<file path="config.mk">
export PLATFORM = sky130hd
export DESIGN_NAME = change_priority_send_scheduler_top_flat
export DESIGN_NICKNAME = d
export VERILOG_FILES = /design/src/design/cps_pkg.sv /design/src/design/cps_value_if.sv /design/src/design/cps_index_if.sv /design/src/design/change_priority_send_scheduler_top.sv /design/src/flat_wrapper.sv
export SDC_FILE = /design/constraint.sdc
export NUM_CORES = 2
export LEC_CHECK = 0
export ABC_AREA = 1
export BUFFER_PORTS_ARGS = -buffer_cell sky130_fd_sc_hd__buf_4
export CAP_MARGIN = 20
export CELL_PAD_IN_SITES_DETAIL_PLACEMENT = 0
export CELL_PAD_IN_SITES_GLOBAL_PLACEMENT = 1
export CORE_MARGIN = 8
export CORE_UTILIZATION = 51
export CTS_CLUSTER_SIZE = 24
export DETAILED_ROUTE_END_ITERATION = 10
export PLACE_DENSITY = 0.79
export SYNTH_ARGS = -nofsm -noshare
export SYNTH_HDL_FRONTEND = slang
export SYNTH_SLANG_ARGS = --single-unit
</file>
<file path="constraint.sdc">
create_clock -name clk -period 8.8 [get_ports clk]
set_input_delay 1.76 -clock clk [delete_from_list [all_inputs] [get_ports clk]]
set_output_delay 1.76 -clock clk [all_outputs]
set_load 0.01 [all_outputs]
</file>
<file path="src/design/cps_pkg.sv">
// cps_pkg: shared constants and types for the change priority send scheduler
// no dependencies; used by the channel interfaces and the top level
`timescale 1ns / 1ps

package cps_pkg;

	// default sizing of the block
	localparam int MAX_SIGNALS_DEF = 32;
	localparam int MAX_SEND_DEF    = 16;
	localparam int WORD_WIDTH_DEF  = 32;

	// fixed field widths on the ports
	localparam int VALUE_W     = 32;
	localparam int INDEX_W     = 5;
	localparam int SIGCNT_W    = 6;
	localparam int SENDCNT_W   = 5;
	localparam int CFG_DATA_W  = 6;
	localparam int CFG_INDEX_W = 1;

	// register map
	localparam logic [CFG_INDEX_W-1:0] REG_SIGNAL_COUNT = 1'b0;
	localparam logic [CFG_INDEX_W-1:0] REG_SEND_COUNT   = 1'b1;

	localparam logic [SIGCNT_W-1:0]  SIGNAL_COUNT_RST = 6'd32;
	localparam logic [SENDCNT_W-1:0] SEND_COUNT_RST   = 5'd4;

	typedef enum logic [3:0] {
		ST_IDLE = 4'b0001,
		ST_CMP  = 4'b0010,
		ST_WALK = 4'b0100,
		ST_EMIT = 4'b1000
	} state_t;

endpackage

</file>
<file path="src/design/cps_value_if.sv">
// cps_value_if: valid/ready channel carrying one monitored signal word
// depends on cps_pkg for the word width
`timescale 1ns / 1ps

interface cps_value_if;
	logic                           valid;
	logic                           ready;
	logic [cps_pkg::VALUE_W-1:0]    signal_value;

	modport source (output valid, output signal_value, input ready);
	modport sink   (input valid, input signal_value, output ready);
endinterface

</file>
<file path="src/design/cps_index_if.sv">
// cps_index_if: valid/ready channel carrying one scheduled signal index
// depends on cps_pkg for the index width
`timescale 1ns / 1ps

interface cps_index_if;
	logic                           valid;
	logic                           ready;
	logic [cps_pkg::INDEX_W-1:0]    signal_index;
	logic                           last_index;

	modport source (output valid, output signal_index, output last_index, input ready);
	modport sink   (input valid, input signal_index, input last_index, output ready);
endinterface

</file>
<file path="src/design/change_priority_send_scheduler_top.sv">
// change_priority_send_scheduler_top: frame loader, reorder walk and index emitter
// depends on cps_pkg, cps_value_if and cps_index_if
`timescale 1ns / 1ps

// Takes one signal word per request, in signal order, and flags the signals whose
// word differs from the one stored in the previous frame. For each word the
// previous value is read from the value memory, then compared and written
// back. After the last word of a frame (once the round-robin warm-up is over) a
// walk over the order list moves changed signals forward, one list position per
// cycle; then send_count indices leave, one per cycle while the sink is ready,
// the last one marked with last_index. The order list is kept rotated so that
// the send window always starts at entry zero: each emitted index rotates the
// list by one. No request is taken during the compare, walk or emit phases. A
// write to either register restarts scheduling.
module change_priority_send_scheduler_top #(
	parameter int MAX_SIGNALS = cps_pkg::MAX_SIGNALS_DEF,
	parameter int MAX_SEND    = cps_pkg::MAX_SEND_DEF,
	parameter int WORD_WIDTH  = cps_pkg::WORD_WIDTH_DEF
) (
	input  logic                               clk,
	input  logic                               arst_n,
	cps_value_if.sink                          values,
	cps_index_if.source                        indices,
	input  logic                               write_enable,
	input  logic [cps_pkg::CFG_INDEX_W-1:0]    write_index,
	input  logic [cps_pkg::CFG_DATA_W-1:0]     write_data
);

	localparam int IDX_W  = $clog2(MAX_SIGNALS);
	localparam int CNT_W  = $clog2(MAX_SIGNALS + 1);
	localparam int POS_W  = CNT_W + 1;
	localparam int ACC_W  = CNT_W + 1;
	localparam int SRAW_W = $clog2(MAX_SEND + 1) < 1 ? 1 : $clog2(MAX_SEND + 1);

	logic [cps_pkg::SIGCNT_W-1:0]  signal_count_q;
	logic [cps_pkg::SENDCNT_W-1:0] send_count_q;
	logic [CNT_W-1:0]              n_eff;
	logic [CNT_W-1:0]              s_eff;
	logic [SRAW_W-1:0]             s_raw;

	cps_pkg::state_t               state_q;

	logic [WORD_WIDTH-1:0]         prev_mem [MAX_SIGNALS];
	logic [WORD_WIDTH-1:0]         rd_q;
	logic [WORD_WIDTH-1:0]         word_q;
	logic [cps_pkg::VALUE_W+WORD_WIDTH-1:0] word_ext;
	logic [WORD_WIDTH-1:0]         word_in;

	logic [IDX_W-1:0]              load_q;
	logic [MAX_SIGNALS-1:0]        flag_q;
	logic [IDX_W-1:0]              rel_q [MAX_SIGNALS];
	logic [IDX_W-1:0]              walk_q;
	logic [POS_W-1:0]              cp_q;
	logic [ACC_W-1:0]              acc_q;
	logic [CNT_W-1:0]              emit_q;

	logic                          in_fire;
	logic                          out_fire;
	logic                          cfg_restart;
	logic                          load_last;
	logic                          walk_last;
	logic                          emit_last;
	logic                          warm_done;
	logic [IDX_W-1:0]              walk_sig;
	logic                          walk_hit;
	logic                          walk_move;
	logic [POS_W-1:0]              cp_sub;
	logic                          cp_wrap;
	logic [IDX_W+cps_pkg::INDEX_W-1:0] idx_ext;

	// effective counts after clamping
	always_comb begin
		if (signal_count_q == '0) begin
			n_eff = CNT_W'(1);
		end else if (32'(signal_count_q) > 32'(MAX_SIGNALS)) begin
			n_eff = CNT_W'(MAX_SIGNALS);
		end else begin
			n_eff = CNT_W'(signal_count_q);
		end
		if (send_count_q == '0) begin
			s_raw = SRAW_W'(1);
		end else if (32'(send_count_q) > 32'(MAX_SEND)) begin
			s_raw = SRAW_W'(MAX_SEND);
		end else begin
			s_raw = SRAW_W'(send_count_q);
		end
		if (32'(s_raw) > 32'(n_eff)) begin
			s_eff = n_eff;
		end else begin
			s_eff = CNT_W'(s_raw);
		end
	end

	assign in_fire     = values.valid && values.ready;
	assign out_fire    = indices.valid && indices.ready;
	assign cfg_restart = write_enable &&
		(write_index == cps_pkg::REG_SIGNAL_COUNT || write_index == cps_pkg::REG_SEND_COUNT);

	assign word_ext = {{WORD_WIDTH{1'b0}}, values.signal_value};
	assign word_in  = word_ext[WORD_WIDTH-1:0];

	assign load_last = (CNT_W'(load_q) + CNT_W'(1)) == n_eff;
	assign walk_last = (CNT_W'(walk_q) + CNT_W'(1)) == n_eff;
	assign emit_last = (emit_q + CNT_W'(1)) == s_eff;
	// warm-up is over once the frames so far cover the whole signal list
	assign warm_done = acc_q >= ACC_W'(n_eff);

	assign walk_sig  = rel_q[walk_q];
	assign walk_hit  = flag_q[walk_sig];
	assign walk_move = walk_hit && (POS_W'(walk_q) > cp_q);

	assign cp_sub  = (cp_q > POS_W'(s_eff)) ? cp_q - POS_W'(s_eff) : '0;
	assign cp_wrap = cp_sub > POS_W'(n_eff - s_eff);

	assign values.ready = (state_q == cps_pkg::ST_IDLE);
	assign indices.valid = (state_q == cps_pkg::ST_EMIT);
	assign idx_ext = {{cps_pkg::INDEX_W{1'b0}}, rel_q[0]};
	assign indices.signal_index = idx_ext[cps_pkg::INDEX_W-1:0];
	assign indices.last_index = emit_last;

	// previous value memory, read on request, written back in the compare state
	always_ff @(posedge clk) begin
		if (in_fire) begin
			rd_q   <= prev_mem[load_q];
			word_q <= word_in;
		end
		if (state_q == cps_pkg::ST_CMP) begin
			prev_mem[load_q] <= word_q;
		end
	end

	always_ff @(posedge clk or negedge arst_n) begin
		if (!arst_n) begin
			signal_count_q <= cps_pkg::SIGNAL_COUNT_RST;
			send_count_q   <= cps_pkg::SEND_COUNT_RST;
			state_q        <= cps_pkg::ST_IDLE;
			load_q         <= '0;
			flag_q         <= '0;
			walk_q         <= '0;
			cp_q           <= '0;
			acc_q          <= '0;
			emit_q         <= '0;
			for (int p = 0; p < MAX_SIGNALS; p++) begin
				rel_q[p] <= IDX_W'(p);
			end
		end else begin
			case (state_q)
				cps_pkg::ST_IDLE: begin
					if (in_fire) begin
						state_q <= cps_pkg::ST_CMP;
					end
				end
				cps_pkg::ST_CMP: begin
					flag_q[load_q] <= (word_q != rd_q);
					if (load_last) begin
						load_q <= '0;
						walk_q <= '0;
						emit_q <= '0;
						if (warm_done) begin
							state_q <= cps_pkg::ST_WALK;
						end else begin
							acc_q   <= acc_q + ACC_W'(s_eff);
							state_q <= cps_pkg::ST_EMIT;
						end
					end else begin
						load_q  <= load_q + IDX_W'(1);
						state_q <= cps_pkg::ST_IDLE;
					end
				end
				cps_pkg::ST_WALK: begin
					// changed entry behind the change position: rotate it down to there
					if (walk_move) begin
						for (int p = 0; p < MAX_SIGNALS; p++) begin
							if (POS_W'(p) == cp_q) begin
								rel_q[p] <= walk_sig;
							end else if (POS_W'(p) > cp_q && IDX_W'(p) <= walk_q) begin
								rel_q[p] <= rel_q[(p + MAX_SIGNALS - 1) % MAX_SIGNALS];
							end
						end
					end
					if (walk_hit) begin
						cp_q <= cp_q + POS_W'(1);
					end
					if (walk_last) begin
						state_q <= cps_pkg::ST_EMIT;
					end else begin
						walk_q <= walk_q + IDX_W'(1);
					end
				end
				cps_pkg::ST_EMIT: begin
					if (out_fire) begin
						// rotate the active part of the list so the window stays at entry zero
						for (int p = 0; p < MAX_SIGNALS; p++) begin
							if (CNT_W'(p) + CNT_W'(1) == n_eff) begin
								rel_q[p] <= rel_q[0];
							end else if (CNT_W'(p) + CNT_W'(1) < n_eff) begin
								rel_q[p] <= rel_q[(p + 1) % MAX_SIGNALS];
							end
						end
						if (emit_last) begin
							emit_q  <= '0;
							state_q <= cps_pkg::ST_IDLE;
							if (cp_wrap) begin
								cp_q  <= '0;
								acc_q <= '0;
							end else begin
								cp_q <= cp_sub;
							end
						end else begin
							emit_q <= emit_q + CNT_W'(1);
						end
					end
				end
				default: begin
					state_q <= cps_pkg::ST_IDLE;
				end
			endcase

			if (write_enable) begin
				case (write_index)
					cps_pkg::REG_SIGNAL_COUNT: signal_count_q <= write_data;
					cps_pkg::REG_SEND_COUNT:   send_count_q   <= write_data[cps_pkg::SENDCNT_W-1:0];
					default: ;
				endcase
			end
			// register write restarts scheduling, previous values are kept
			if (cfg_restart) begin
				load_q <= '0;
				flag_q <= '0;
				cp_q   <= '0;
				acc_q  <= '0;
				emit_q <= '0;
				for (int p = 0; p < MAX_SIGNALS; p++) begin
					rel_q[p] <= IDX_W'(p);
				end
			end
		end
	end

	a_ready_only_when_not_sending: assert property (@(posedge clk) disable iff (!arst_n)
		values.ready |-> !indices.valid)
		else $error("request taken while indices are pending");

	a_last_returns_to_load: assert property (@(posedge clk) disable iff (!arst_n)
		out_fire && indices.last_index |=> values.ready)
		else $error("block did not return to loading after the last index");

	a_emit_count_bound: assert property (@(posedge clk) disable iff (!arst_n)
		indices.valid |-> emit_q < s_eff)
		else $error("emit counter beyond send count");

	a_change_pos_bound: assert property (@(posedge clk) disable iff (!arst_n)
		values.ready |-> cp_q <= POS_W'(n_eff - s_eff))
		else $error("change position outside the window range between frames");

	a_load_bound: assert property (@(posedge clk) disable iff (!arst_n)
		CNT_W'(load_q) < n_eff)
		else $error("load counter beyond signal count");

endmodule
</file>
<file path="src/flat_wrapper.sv">
// flat-port wrapper written by rule: the top's interface ports become plain ports
module change_priority_send_scheduler_top_flat 
#(
	parameter int MAX_SIGNALS = cps_pkg::MAX_SIGNALS_DEF,
	parameter int MAX_SEND    = cps_pkg::MAX_SEND_DEF,
	parameter int WORD_WIDTH  = cps_pkg::WORD_WIDTH_DEF
)
  (clk, arst_n, write_enable, write_index, write_data, values_valid, values_signal_value, values_ready, indices_valid, indices_signal_index, indices_last_index, indices_ready);
  cps_value_if values_i ();
  cps_index_if indices_i ();
  input  logic clk;
  input  logic arst_n;
  input  logic write_enable;
  input  logic [cps_pkg::CFG_INDEX_W-1:0] write_index;
  input  logic [cps_pkg::CFG_DATA_W-1:0] write_data;
  input wire logic [$bits(values_i.valid)-1:0] values_valid;
  input wire logic [$bits(values_i.signal_value)-1:0] values_signal_value;
  output wire logic [$bits(values_i.ready)-1:0] values_ready;
  output wire logic [$bits(indices_i.valid)-1:0] indices_valid;
  output wire logic [$bits(indices_i.signal_index)-1:0] indices_signal_index;
  output wire logic [$bits(indices_i.last_index)-1:0] indices_last_index;
  input wire logic [$bits(indices_i.ready)-1:0] indices_ready;
  assign values_i.valid = values_valid;
  assign values_i.signal_value = values_signal_value;
  assign values_ready = values_i.ready;
  assign indices_valid = indices_i.valid;
  assign indices_signal_index = indices_i.signal_index;
  assign indices_last_index = indices_i.last_index;
  assign indices_i.ready = indices_ready;
  change_priority_send_scheduler_top #(.MAX_SIGNALS(MAX_SIGNALS), .MAX_SEND(MAX_SEND), .WORD_WIDTH(WORD_WIDTH)) u_core (.clk(clk), .arst_n(arst_n), .values(values_i), .indices(indices_i), .write_enable(write_enable), .write_index(write_index), .write_data(write_data));
endmodule
</file>
* Word level (Yosys, flattened, before mapping)
Memory sizes are Yosys's and may differ from the RTL's. A register that Yosys moved wholly into a read port is not among the register bits.
Cells that the tools add are included.
W data, S select, Z words.
** Operators by class
- Bitwise logic cells :: 2
- Equal/unequal tests :: 149
- Add/sub/neg operators :: 9
- Mux-type cells :: 181
- Order comparisons :: 107
- Reduce and logical (&&, ||, !) cells :: 82
** Operators by type and width (count)
- $mux W5 :: 137
- $mux W160 :: 3
- $pmux W160 S2 :: 1
- $reduce_and A5 Y1 :: 31
- $ne A4 B2 Y1 const B :: 32
- $ne A4 B4 Y1 const B :: 31
- $eq A5 B7 Y1 const A :: 16
- $gt A5 B7 Y1 const A :: 16
- $eq A5 B6 Y1 const A :: 16
- $lt A5 B6 Y1 const A :: 16
- $mux W7 :: 12
- $le A5 B5 Y1 const A :: 16
- $mux W32 :: 2
- $eq A4 B7 Y1 const A :: 8
- $gt A4 B7 Y1 const A :: 8
- $eq A4 B6 Y1 const A :: 8
- $lt A4 B6 Y1 const A :: 8
- $mux W6 :: 7
- $le A4 B5 Y1 const A :: 8
- $logic_and A1 B1 Y1 :: 36
- $bwmux W32 :: 1
- $ne A32 B32 Y1 :: 1
- $eq A3 B7 Y1 const A :: 4
- $gt A3 B7 Y1 const A :: 4
- 61 further kinds :: 108
** Word-level totals
- Input port bits :: 44
- Output and inout bits :: 8
- Memories kept :: 1
- Bits in registers :: 269
- Memory bits (writable) :: 1024
** Memories
- u_core.prev_mem :: depth 32, width 32, rd ports 1, clocked after Yosys merged registers in 1, write ports 1, line change_priority_send_scheduler_top.sv:43 : logic [WORD_WIDTH-1:0] prev_mem [MAX_SIGNALS];

* Depth between registers and ports, before layout
- Depth in word-level cells :: 13
- Mapped depth :: 39
- Mapped depth without buffers :: 38

* Worst setup path after synthesis
No wires, ideal clock.
- Path kind :: reg-to-reg
- From :: register u_core.signal_count_q[5] (netlist name)
- To :: register u_core.rd_q[0] (read register of u_core.prev_mem), enable pin
- Required time :: 8235 ps
- Buffers on the path :: 1
- Data arrival time :: 7129 ps
- Setup slack :: 1106 ps
- Cell stages (with the launch flop) :: 20
- Library setup time :: 565 ps
- Cell sequence :: dfstp_2 -> buf_6 -> nor2_1 -> inv_1 -> ha_1 -> nand2_1 -> nor2_1 -> o21ai_1 -> o211ai_1 -> nand2_1 -> inv_1 -> o21ai_1 -> o21ai_0 -> nor2_1 -> nand3b_1 -> inv_1 -> nand2_1 -> nand2_1 -> nand2_1 -> nor3_1
** RTL lines
- to (decl) :: line change_priority_send_scheduler_top.sv:44 : logic [WORD_WIDTH-1:0] rd_q;

* Worst setup path in the final report
- From :: register u_core.signal_count_q[3] in the netlist's numbering
- To :: register u_core.acc_q[5]
** On the way
- Word-level cells in the longest chain between the ends :: 10
** Ends and longest elaborated chain
- from (decl) :: line change_priority_send_scheduler_top.sv:35 : logic [cps_pkg::SIGCNT_W-1:0] signal_count_q;
- from (signal assigned) :: line change_priority_send_scheduler_top.sv:134 : signal_count_q <= cps_pkg::SIGNAL_COUNT_RST;
- from (signal assigned) :: line change_priority_send_scheduler_top.sv:221 : cps_pkg::REG_SIGNAL_COUNT: signal_count_q <= write_data;
- $gt A6 B6 Y1 :: line change_priority_send_scheduler_top.sv:75 : end else if (32'(signal_count_q) > 32'(MAX_SIGNALS)) begin
- $mux W6 :: line change_priority_send_scheduler_top.sv:75
- $mux W6 * :: line change_priority_send_scheduler_top.sv:73 : if (signal_count_q == '0) begin
- $gt A5 B6 Y1 :: line change_priority_send_scheduler_top.sv:87 : if (32'(s_raw) > 32'(n_eff)) begin
- $mux W6 :: line change_priority_send_scheduler_top.sv:87
- $sub A7 B6 Y7, or another cell as far along :: line change_priority_send_scheduler_top.sv:112 : assign cp_sub = (cp_q > POS_W'(s_eff)) ? cp_q - POS_W'(s_eff) : '0;
- $mux W7 (on tied branches) :: line change_priority_send_scheduler_top.sv:112, change_priority_send_scheduler_top.sv:159
- $gt A7 B7 Y1 / $mux W7 (equally long branches) :: line change_priority_send_scheduler_top.sv:113, change_priority_send_scheduler_top.sv:155
- $ne A3 B3 Y1 (no source line) / $pmux W7 S2 (equally long branches)
- $reduce_and A6 Y1 (no source line) / $mux W7 (equally long branches)
- to (signal assigned) :: line change_priority_send_scheduler_top.sv:162 : acc_q <= acc_q + ACC_W'(s_eff);
- to (decl) :: line change_priority_send_scheduler_top.sv:54 : logic [ACC_W-1:0] acc_q;
Every way passes the cells marked *; elsewhere a longest branch is shown, timed or not. The select of a mux whose other input is x is not followed.
A chain may end at the register's enable or synchronous reset.

==> qor.yml <==
yosys-top-cells-area: "edfxtp_1 (53%), o21ai_0 (6.9%), dfrtp_1 (6.2%)"
ys_seq_area_frac: 0.623
slowest_delay_ps: 560
cp_data_arrival_time_ps: 6950
hold_depth: 2
port_buffers: 51
drc: 0
cts_hold_buf: 0
fin_hold_ws_ps: 463
r2r_slack_ps: 2480
crit_path_top_delay_cell: "o21ai_1"
power.leakage_nw: 24.6
clk_pin_slew_ps: 60
antenna_found_initial: 0
setup_viol: 0
core_um2: 121000
peakVddDrop_uv: 248
clock-sinks: 1325
ctsHtreeMaxLevel: 4
power_switching_mw: 5.41
drtIter0Drc: 6554
layout_min_cycle_time_ps: 6320
fin_nets: 5997
swShare: 0.313
fin_skew_ps: 68.0
hold_viol: 0
crit_required_ps: 9430
finalWirelength_um: 211000
row_count: 128
syn_to_final_growth_pct: 10.8
worst_r2r_endpoint: "u_core.acc_q[5]$_DFFE_PN0P_"
syn_nets: 6056
clockBufferDepth: 3
grtUsageTotal: 0.310
avgSynthCellArea_um2: 10.4
crit_fanout: 13
relSlewSlack: 0.179
worstReg2RegStart: "u_core.signal_count_q[3]$_DFFE_PN0P_"
yosysUniqueCellTypes: 66
use_met2: 0.484
synth_top_area_frac: 0.526
drt-wirelength-per-cell_um: 27.7
ctsResizeCount: 0
intPower_mw: 11.9
worstMarginPinSlew_ps: 1220
tns_ps: 0
min_to: "u_core.rel_q[90]$_DFFE_PN1P_"
grt_overflow: 0
power_frac_seq: 0.463
syn_inst: 5955
power_density_nw_per_um2: 251
start_kind: "register"
maxCapViolations: 0
ant_nets: 0
clockPowerShare: 0.342
drive_above_1_share: 0.102
yosysWarnings: 0
cts_setup_buffers: 0
cts_buffers: 143
rsz0062_at_grt: "false"
cts_tree: "yes"
status: "finished clean"
grt_pass1_wl_um: 309000
grt.busiest_layer: "met2"
gp_congestion: 1.01
ys_ff_latch: 1325
min_period_over_period: 0.718
cp_common_cell: "nand2_1"
initial_core_util: 0.512
die_area_um2: 133000
yosysTopAreaCell: "edfxtp_1"
critical_path_class: "reg2reg"
die_x_um: 365
vias: 48643
max_freq_ghz: 0.158
clk_latency_ps: 780
use_met1: 0.412
synthArstFlopShare: 0.179
slew_viol_final: 0
grtUsageMet3: 0.0585
die-height_um: 365
synth_area_um2: 62100
hp-class: "reg2reg"
p_comb_frac: 0.195
ioPinCount: 52
yosysMostFrequentCell: "edfxtp_1"
worstRegToRegCells: 35
vias_per_cell: 6.37
min_from: "u_core.rel_q[90]$_DFFE_PN1P_"
synth_ff_type: "edfxtp_1"
synth-edff-count: 1088
grt_max_degree: 206
grt_pass1_vias: 46233
cts-root-buf: "clkbuf_16"
hpwlAfterDp_um: 122000
ys_top_cells_by_count: "edfxtp_1 (1088), o21ai_0 (857), nor2_1 (777)"
endpoint_kind: "register"
drt-pass1-iter-count: 8
==> registers in the layout, summed over array words and instances, names as in the netlist <==
name                         cells
u_core.indices.signal_index      5
u_core.cp_q                      7
u_core.send_count_q              5
u_core.rd_q                     32
u_core.emit_q                    6
u_core.word_q                   32
u_core.rel_q                   155
u_core.walk_q                    5
u_core.prev_mem               1024
u_core.flag_q                   32
u_core.acc_q                     7
u_core.signal_count_q            6
u_core.state_q                   4
u_core.load_q                    5
==> power groups by stage <==
stage / clock, mW / sequential [mW] / combinational, mW
floorplan: 0 / 8.17 / 1.96
global placement: 0 / 8.15 / 3.22
detailed placement: 0 / 8.16 / 3.27
CTS: 5.98 / 8.03 / 3.28
global route: 6.22 / 8.05 / 3.66
finish: 5.92 / 8.02 / 3.37
==> cell usage in the layout (no fill, tap or decap), types with 14 or more instances in the layout <==
master / synthesis / final
nand3_1: 118 / 117
nor2_1: 777 / 751
nor2_4: 14 / 40
a22o_1: 66 / 66
o211ai_1: 82 / 82
nand2_1: 728 / 726
a221oi_1: 63 / 63
nor3_1: 68 / 54
xor2_1: 34 / 34
dfstp_2: 83 / 83
o22ai_1: 271 / 271
o21ai_0: 857 / 857
clkbuf_16: 0 / 143
ha_1: 54 / 54
o21ai_1: 40 / 40
clkinv_2: 0 / 18
a211oi_1: 20 / 20
nand4_1: 188 / 188
xnor2_1: 14 / 14
nor3_2: 4 / 18
nand3b_1: 14 / 14
clkinv_1: 9 / 37
inv_2: 26 / 24
inv_1: 306 / 304
edfxtp_1: 1088 / 1088
a21oi_1: 328 / 328
clkbuf_1: 307 / 36
dfrtp_1: 154 / 151
buf_4: 17 / 171
o32ai_1: 25 / 25
==> critical path: cells and delay by family (launching register included) <==
family	cells	cell delay [ps]
AND/OR/NAND/NOR	19	2540
flip-flops	1	490
AO/OA/AOI/OAI	8	1520
buffers and inverters	5	600
adder cells (fa/ha/maj)	3	1010
==> through the flow <==
stage               instance area, µm²   util  power [mW]  std cells  setup WS (ps)
floorplan                        62100      -        10.1       5955           1110
finish                           68800  0.567        17.3       7637           2480
CTS                              68800  0.567        17.3       7633           2530
global placement                 64100  0.528        11.4       7370           2640
global route                     68800  0.567        17.9       7635           1850
detailed placement               64200  0.529        11.4       7374           2530
==> per-layer routing <==
metal  share of wire  routed length [µm]  vias to the layer above
met1            0.39               83200                    23722
met5               0                   0                        -
met3           0.092               19400                      653
li1                -                   -                    21618
met2            0.45               96100                     2650
met4           0.060               12800                        0
==> cell families after synthesis <==
logic type | Yosys count | synth area share
AOI/OAI and AO/OA | 1825 | 0.170
xor gates and xnor gates | 48 | 0.00677
adders and majority gates | 57 | 0.0118
buffers and inverters | 730 | 0.0492
DFF | 1325 | 0.623
muxes | 1 | 0.000161
other | 2 | 0.000121
and+or+nand+nor | 1967 | 0.138
==> area by class of cell <==
type	count	area, µm²
antenna	2	5.00
sequential	1325	38700
tap	1625	2030
fill	10525	52600
clock inverter	74	808
multi-input combinational	3900	20600
timing repair buffer	182	1510
clock buffer	185	3800
inverter	344	1320
==> worst max-delay path by stage <==
stage	from	to	slack [ps]	depth (start not counted)
global placement	u_core.signal_count_q[3]$_DFFE_PN0P_	u_core.acc_q[6]$_DFFE_PN0P_	2640	35
global route	u_core.signal_count_q[3]$_DFFE_PN0P_	u_core.acc_q[5]$_DFFE_PN0P_	1850	34
floorplan	u_core.signal_count_q[5]$_DFFE_PN1P_	u_core.rd_q[0]$_DFFE_PP_	1110	19
finish	u_core.signal_count_q[3]$_DFFE_PN0P_	u_core.acc_q[5]$_DFFE_PN0P_	2480	35
detailed placement	u_core.signal_count_q[3]$_DFFE_PN0P_	u_core.acc_q[5]$_DFFE_PN0P_	2530	35
CTS	u_core.signal_count_q[3]$_DFFE_PN0P_	u_core.acc_q[5]$_DFFE_PN0P_	2530	35
No activity file was read; power rests on OpenSTA's default activity.
